[src/sv/krt_pkg.sv]
// Shared types and codes for the keyed record table.
package krt_pkg;

    localparam int KEY_W  = 32;
    localparam int QTY_W  = 32;
    localparam int NAME_W = 64;
    localparam int LAST_W = 8;

    // operation codes
    localparam logic [1:0] OP_INSERT = 2'd0;
    localparam logic [1:0] OP_SEARCH = 2'd1;
    localparam logic [1:0] OP_UPDATE = 2'd2;
    localparam logic [1:0] OP_NONE   = 2'd3;

    // result status codes
    localparam logic [1:0] ST_OK       = 2'd0;
    localparam logic [1:0] ST_FULL     = 2'd1;
    localparam logic [1:0] ST_EXISTS   = 2'd2;
    localparam logic [1:0] ST_NOTFOUND = 2'd3;

    typedef struct packed {
        logic [1:0]              opcode;
        logic signed [KEY_W-1:0] part_key;
        logic signed [QTY_W-1:0] quantity_value;
        logic [NAME_W-1:0]       name_bytes_low;
        logic [NAME_W-1:0]       name_bytes_mid;
        logic [NAME_W-1:0]       name_bytes_high;
        logic [LAST_W-1:0]       name_byte_last;
    } t_krt_in;

    typedef struct packed {
        logic [1:0]              status;
        logic signed [QTY_W-1:0] found_quantity;
        logic [NAME_W-1:0]       found_name_low;
        logic [NAME_W-1:0]       found_name_mid;
        logic [NAME_W-1:0]       found_name_high;
        logic [LAST_W-1:0]       found_name_last;
    } t_krt_out;

    // controller to datapath
    typedef struct packed {
        logic       load;
        logic       scan_step;
        logic       rec_read;
        logic       ins_write;
        logic       qty_write;
        logic       respond;
        logic       with_data;
        logic [1:0] status;
    } t_krt_cmd;

    // datapath to controller
    typedef struct packed {
        logic full;
        logic hit;
        logic miss;
    } t_krt_stat;

endpackage

[src/sv/krt_ctrl.sv]
// Operation sequencer for the keyed record table.
module krt_ctrl
    import krt_pkg::*;
(
    input  logic       i_clk,
    input  logic       i_rst_n,
    input  logic       start,
    input  logic [1:0] i_opcode,
    input  t_krt_stat  i_stat,
    output t_krt_cmd   o_cmd,
    output logic       busy,
    output logic       o_done
);

    typedef enum logic [1:0] {
        S_IDLE,
        S_SCAN,
        S_FINISH
    } t_state;

    t_state     r_state, n_state;
    logic [1:0] r_op, n_op;
    logic       r_done, n_done;
    t_krt_cmd   cmd;

    always_comb begin
        cmd     = '0;
        n_state = r_state;
        n_op    = r_op;
        unique case (r_state)
            S_IDLE: begin
                if (start) begin
                    n_op = i_opcode;
                    if (i_opcode == OP_INSERT && i_stat.full) begin
                        cmd.respond = 1'b1;
                        cmd.status  = ST_FULL;
                    end else if (i_opcode == OP_NONE) begin
                        cmd.respond = 1'b1;
                        cmd.status  = ST_OK;
                    end else begin
                        cmd.load = 1'b1;
                        n_state  = S_SCAN;
                    end
                end
            end
            S_SCAN: begin
                if (i_stat.hit) begin
                    if (r_op == OP_INSERT) begin
                        cmd.respond = 1'b1;
                        cmd.status  = ST_EXISTS;
                        n_state     = S_IDLE;
                    end else begin
                        cmd.rec_read = 1'b1;
                        n_state      = S_FINISH;
                    end
                end else if (i_stat.miss) begin
                    cmd.respond = 1'b1;
                    n_state     = S_IDLE;
                    if (r_op == OP_INSERT) begin
                        cmd.ins_write = 1'b1;
                        cmd.status    = ST_OK;
                    end else begin
                        cmd.status = ST_NOTFOUND;
                    end
                end else begin
                    cmd.scan_step = 1'b1;
                end
            end
            S_FINISH: begin
                cmd.respond = 1'b1;
                cmd.status  = ST_OK;
                n_state     = S_IDLE;
                if (r_op == OP_UPDATE) begin
                    cmd.qty_write = 1'b1;
                end else begin
                    cmd.with_data = 1'b1;
                end
            end
            default: n_state = S_IDLE;
        endcase
        n_done = cmd.respond;
    end

    always_ff @(posedge i_clk) begin
        if (!i_rst_n) begin
            r_state <= S_IDLE;
            r_op    <= OP_NONE;
            r_done  <= 1'b0;
        end else begin
            r_state <= n_state;
            r_op    <= n_op;
            r_done  <= n_done;
        end
    end

    assign o_cmd  = cmd;
    assign busy   = (r_state != S_IDLE);
    assign o_done = r_done;

`ifndef ASSERT_OFF
    a_accept_progress: assert property (@(posedge i_clk) disable iff (!i_rst_n)
        (start && !busy) |=> (busy || r_done))
        else $error("accepted word neither answered nor in progress");

    a_done_has_cause: assert property (@(posedge i_clk) disable iff (!i_rst_n)
        r_done |-> $past(busy || start))
        else $error("result strobe without an operation");

    a_finish_after_hit: assert property (@(posedge i_clk) disable iff (!i_rst_n)
        (r_state == S_FINISH) |-> ($past(i_stat.hit) && r_op != OP_INSERT))
        else $error("record fetch without a key match");
`endif

endmodule

[config.mk]
export PLATFORM = sky130hd
export DESIGN_NAME = krt_ctrl
export DESIGN_NICKNAME = d
export VERILOG_FILES = /design/src/sv/krt_pkg.sv /design/src/sv/krt_ctrl.sv
export SDC_FILE = /design/constraint.sdc
export NUM_CORES = 1
export LEC_CHECK = 0
export ABC_AREA = 1
export BUFFER_PORTS_ARGS = -buffer_cell sky130_fd_sc_hd__buf_2
export CAP_MARGIN = 20
export CORE_AREA = 3 3 40 42
export DETAILED_ROUTE_END_ITERATION = 6
export DIE_AREA = 0 0 43 45
export PLACE_DENSITY = 0.5
export SYNTH_ARGS = -nofsm -noshare
export SYNTH_HDL_FRONTEND = slang
export SYNTH_SLANG_ARGS = --single-unit
[constraint.sdc]
create_clock -name i_clk -period 1.2 [get_ports i_clk]
set_input_delay 0.36 -clock i_clk [delete_from_list [all_inputs] [get_ports i_clk]]
set_output_delay 0.36 -clock i_clk [all_outputs]
set_load 0.01 [all_outputs]
==> impl_metrics.env <==
export IMPL_area_growth_pct=90.4
export IMPL_pwr_density_cell_nw_per_um2=915
export IMPL_numCtsBuffers=3
export IMPL_gp_congestion=0.723
export IMPL_first_pass_iters=2
export IMPL_synth_area_leaders="dfxtp_1 32%, nand2_1 18%, nand3_2 6.4%"
export IMPL_drive_gt1_share_pct=66.2
export IMPL_crit_start="r_state[0]$_SDFFE_PN0P_"
export IMPL_worstSetupEndpointType="output port"
export IMPL_clk_latency_ps=240
export IMPL_drt_iter0_drc=2
export IMPL_max_slew_margin_pct=90.0
export IMPL_nets=86
export IMPL_clk_path_buf_depth=2
export IMPL_cts_tree="done"
export IMPL_ctsHoldBuffers=0
export IMPL_synth_top_cell_area_share_pct=32.1
export IMPL_grt_max_degree=6
export IMPL_syn_area_um2=312
export IMPL_num_vias=406
export IMPL_row_count=13
export IMPL_pwr_share_comb_pct=31.0
export IMPL_post_route_util_pct=46.2
export IMPL_final_setup_tns_ps=-1950
export IMPL_rsz0062_at_grt="yes"
export IMPL_max_freq_mhz=685
export IMPL_seq_area_frac_synth_pct=32.1
export IMPL_hp_class="in2reg"
export IMPL_track_usage_pct=9.75
export IMPL_r2r_start="r_state[0]$_SDFFE_PN0P_"
export IMPL_grt_pass1_vias=378
export IMPL_setup_viol=10
export IMPL_routed_wl_um=890
export IMPL_syn_avg_cell_area_um2=6.36
export IMPL_post_synth_num_cell_types=16
export IMPL_grt_pass1_wl_mm=1.45
export IMPL_nFillCells=142
export IMPL_period_needed_ps=1460
export IMPL_synth_warning_count=0
export IMPL_die_h_um=45
export IMPL_ir_drop_uv=408
export IMPL_worstSetupPathType="reg2out"
export IMPL_cts_sinks=5
export IMPL_critPathArrivalTime_ps=1100
export IMPL_hold_viol=0
export IMPL_synthesis_nets=57
export IMPL_max_slew_worst_pin_slew_ps=151
export IMPL_cap_violations=0
export IMPL_violations="negative setup slack"
export IMPL_yosys_area_top_type="dfxtp_1"
export IMPL_start_util_pct=24.2
export IMPL_clock_skew_ps=5.75
export IMPL_p_seq_share_pct=34.7
export IMPL_post_route_period_util_pct=122
export IMPL_avgRoutedWirePerCell_um=9.67
export IMPL_dp_hpwl_um=701
export IMPL_p_sw_share_pct=29.0
export IMPL_coreArea_um2=1280
export IMPL_worstPathMaxFanout=4
export IMPL_design_area_um2=593
export IMPL_dp_slack_ps=-160
export IMPL_hp_start="i_rst_n"
export IMPL_dieArea_um2=1940
export IMPL_p_clk_share_pct=34.4
export IMPL_grt_remaining_overflow=0
export IMPL_htree_num_levels=1
export IMPL_via_per_inst=4.41
export IMPL_report_final_slew_viol_count=0
export IMPL_antenna_found_initial=0
export IMPL_intPower_mw=0.385
export IMPL_remaining_drc_errors=0
export IMPL_io_buffers=18
export IMPL_path_clk_slew_ps=40
export IMPL_num_antenna_cells=0
export IMPL_syn_inst=49
export IMPL_p_leak_nw=0.308
export IMPL_layout_setup_ws_ps=-260
export IMPL_seq_area_um2=108
export IMPL_postPlaceCellArea_um2=458
export IMPL_cp_required_ps=840
export IMPL_cts_root_buf="clkbuf_4"
export IMPL_switching_power_mw=0.158
export IMPL_multi_input_area_um2=226
export IMPL_ioPinCount=19
export IMPL_ant_nets=0
export IMPL_ys_seq_elements=5
export IMPL_fp_dieW_um=43
export IMPL_status="complete, but fails checks"
export IMPL_critPathLaunchType="flop"
cells in the final DEF, fill, tap and decap left out, types with 2 or more instances in the layout:
cell type  instances
buf_2             14
buf_4              5
buf_6              6
clkbuf_4           3
dfxtp_2            3
inv_1              5
inv_2              2
inv_4              2
nand2_1           10
nand2_2            4
nand3_1            2
nor2_1             2
nor2_2             2
nor2_4             3
registers in the layout, summed over array words and instances, names as in the netlist:
| register | cells |
|---|---|
| r_op | 2 |
| o_done | 1 |
| r_state | 2 |
critical path, stage by stage, from the launching register on:
cell and delay, ps:
dfxtp_2 330, inv_4 50, nor2_4 150, nand2_2 80
o22ai_1 100, buf_2 150
routing by layer:
metal	part of all wire, %	track usage, %	vias to the layer above
met2	52	16.5	16
met4	0	1.81	0
li1	-	-	209
met5	0	0	-
met3	6.6	3.59	0
met1	41	12.1	181
what timing repair did:
action,CTS,global route
pin swaps,2,5
resized for setup,15,13
setup endpoints to repair,10,10
buffers inserted,1,0
synthesized netlist by cell type, drive strengths merged:
library cell,count
a21oi,2
o21ai,1
nor3,1
nor3b,1
buf,1
nand2,15
dfxtp,5
nor2,7
o21a,1
nand3,4
inv,9
o211ai,1
o22ai,1
metrics by stage:
step,cells,power [mW],hold WS (ps)
2_1_floorplan,49,0.258,444
3_3_place_gp,87,0.313,566
3_5_place_dp,87,0.314,570
4_1_cts,92,0.526,359
5_1_grt,92,0.581,368
6_report,92,0.543,363
power groups by stage:
stage | Sequential [mW] | Clock, mW | Combinational [mW]
6_report | 0.188 | 0.187 | 0.168
5_1_grt | 0.189 | 0.206 | 0.186
4_1_cts | 0.187 | 0.192 | 0.147
3_5_place_dp | 0.189 | 0 | 0.125
3_3_place_gp | 0.188 | 0 | 0.124
2_1_floorplan | 0.190 | 0 | 0.0679
layout make-up:
cell class / count / area share (%)
Clock buffer: 4 / 4.43
Inverter: 9 / 6.54
Multi-Input combinational cell: 34 / 38.2
Sequential cell: 5 / 18.1
Tap cell: 15 / 3.16
Timing Repair Buffer: 25 / 29.5
path summary, 6_finish.rpt:
check,to,slack [ps],cells past startpoint
worst max-delay path,o_cmd[0],-260,5
worst min-delay path,r_op[1]$_SDFFE_PN1P_,360,2
worst max register to register,r_state[0]$_SDFFE_PN0P_,220,6
worst min register to register,r_op[0]$_SDFFE_PN1P_,570,2
cells by family after synthesis:
logic type | after synthesis | synth area share [%]
AND/OR/NAND/NOR | 28 | 41.8
flip-flops | 5 | 32.1
AO/OA/AOI/OAI | 6 | 12.9
buffers and inverters | 10 | 13.3
Note: power is estimated with default switching activity, not from simulation.
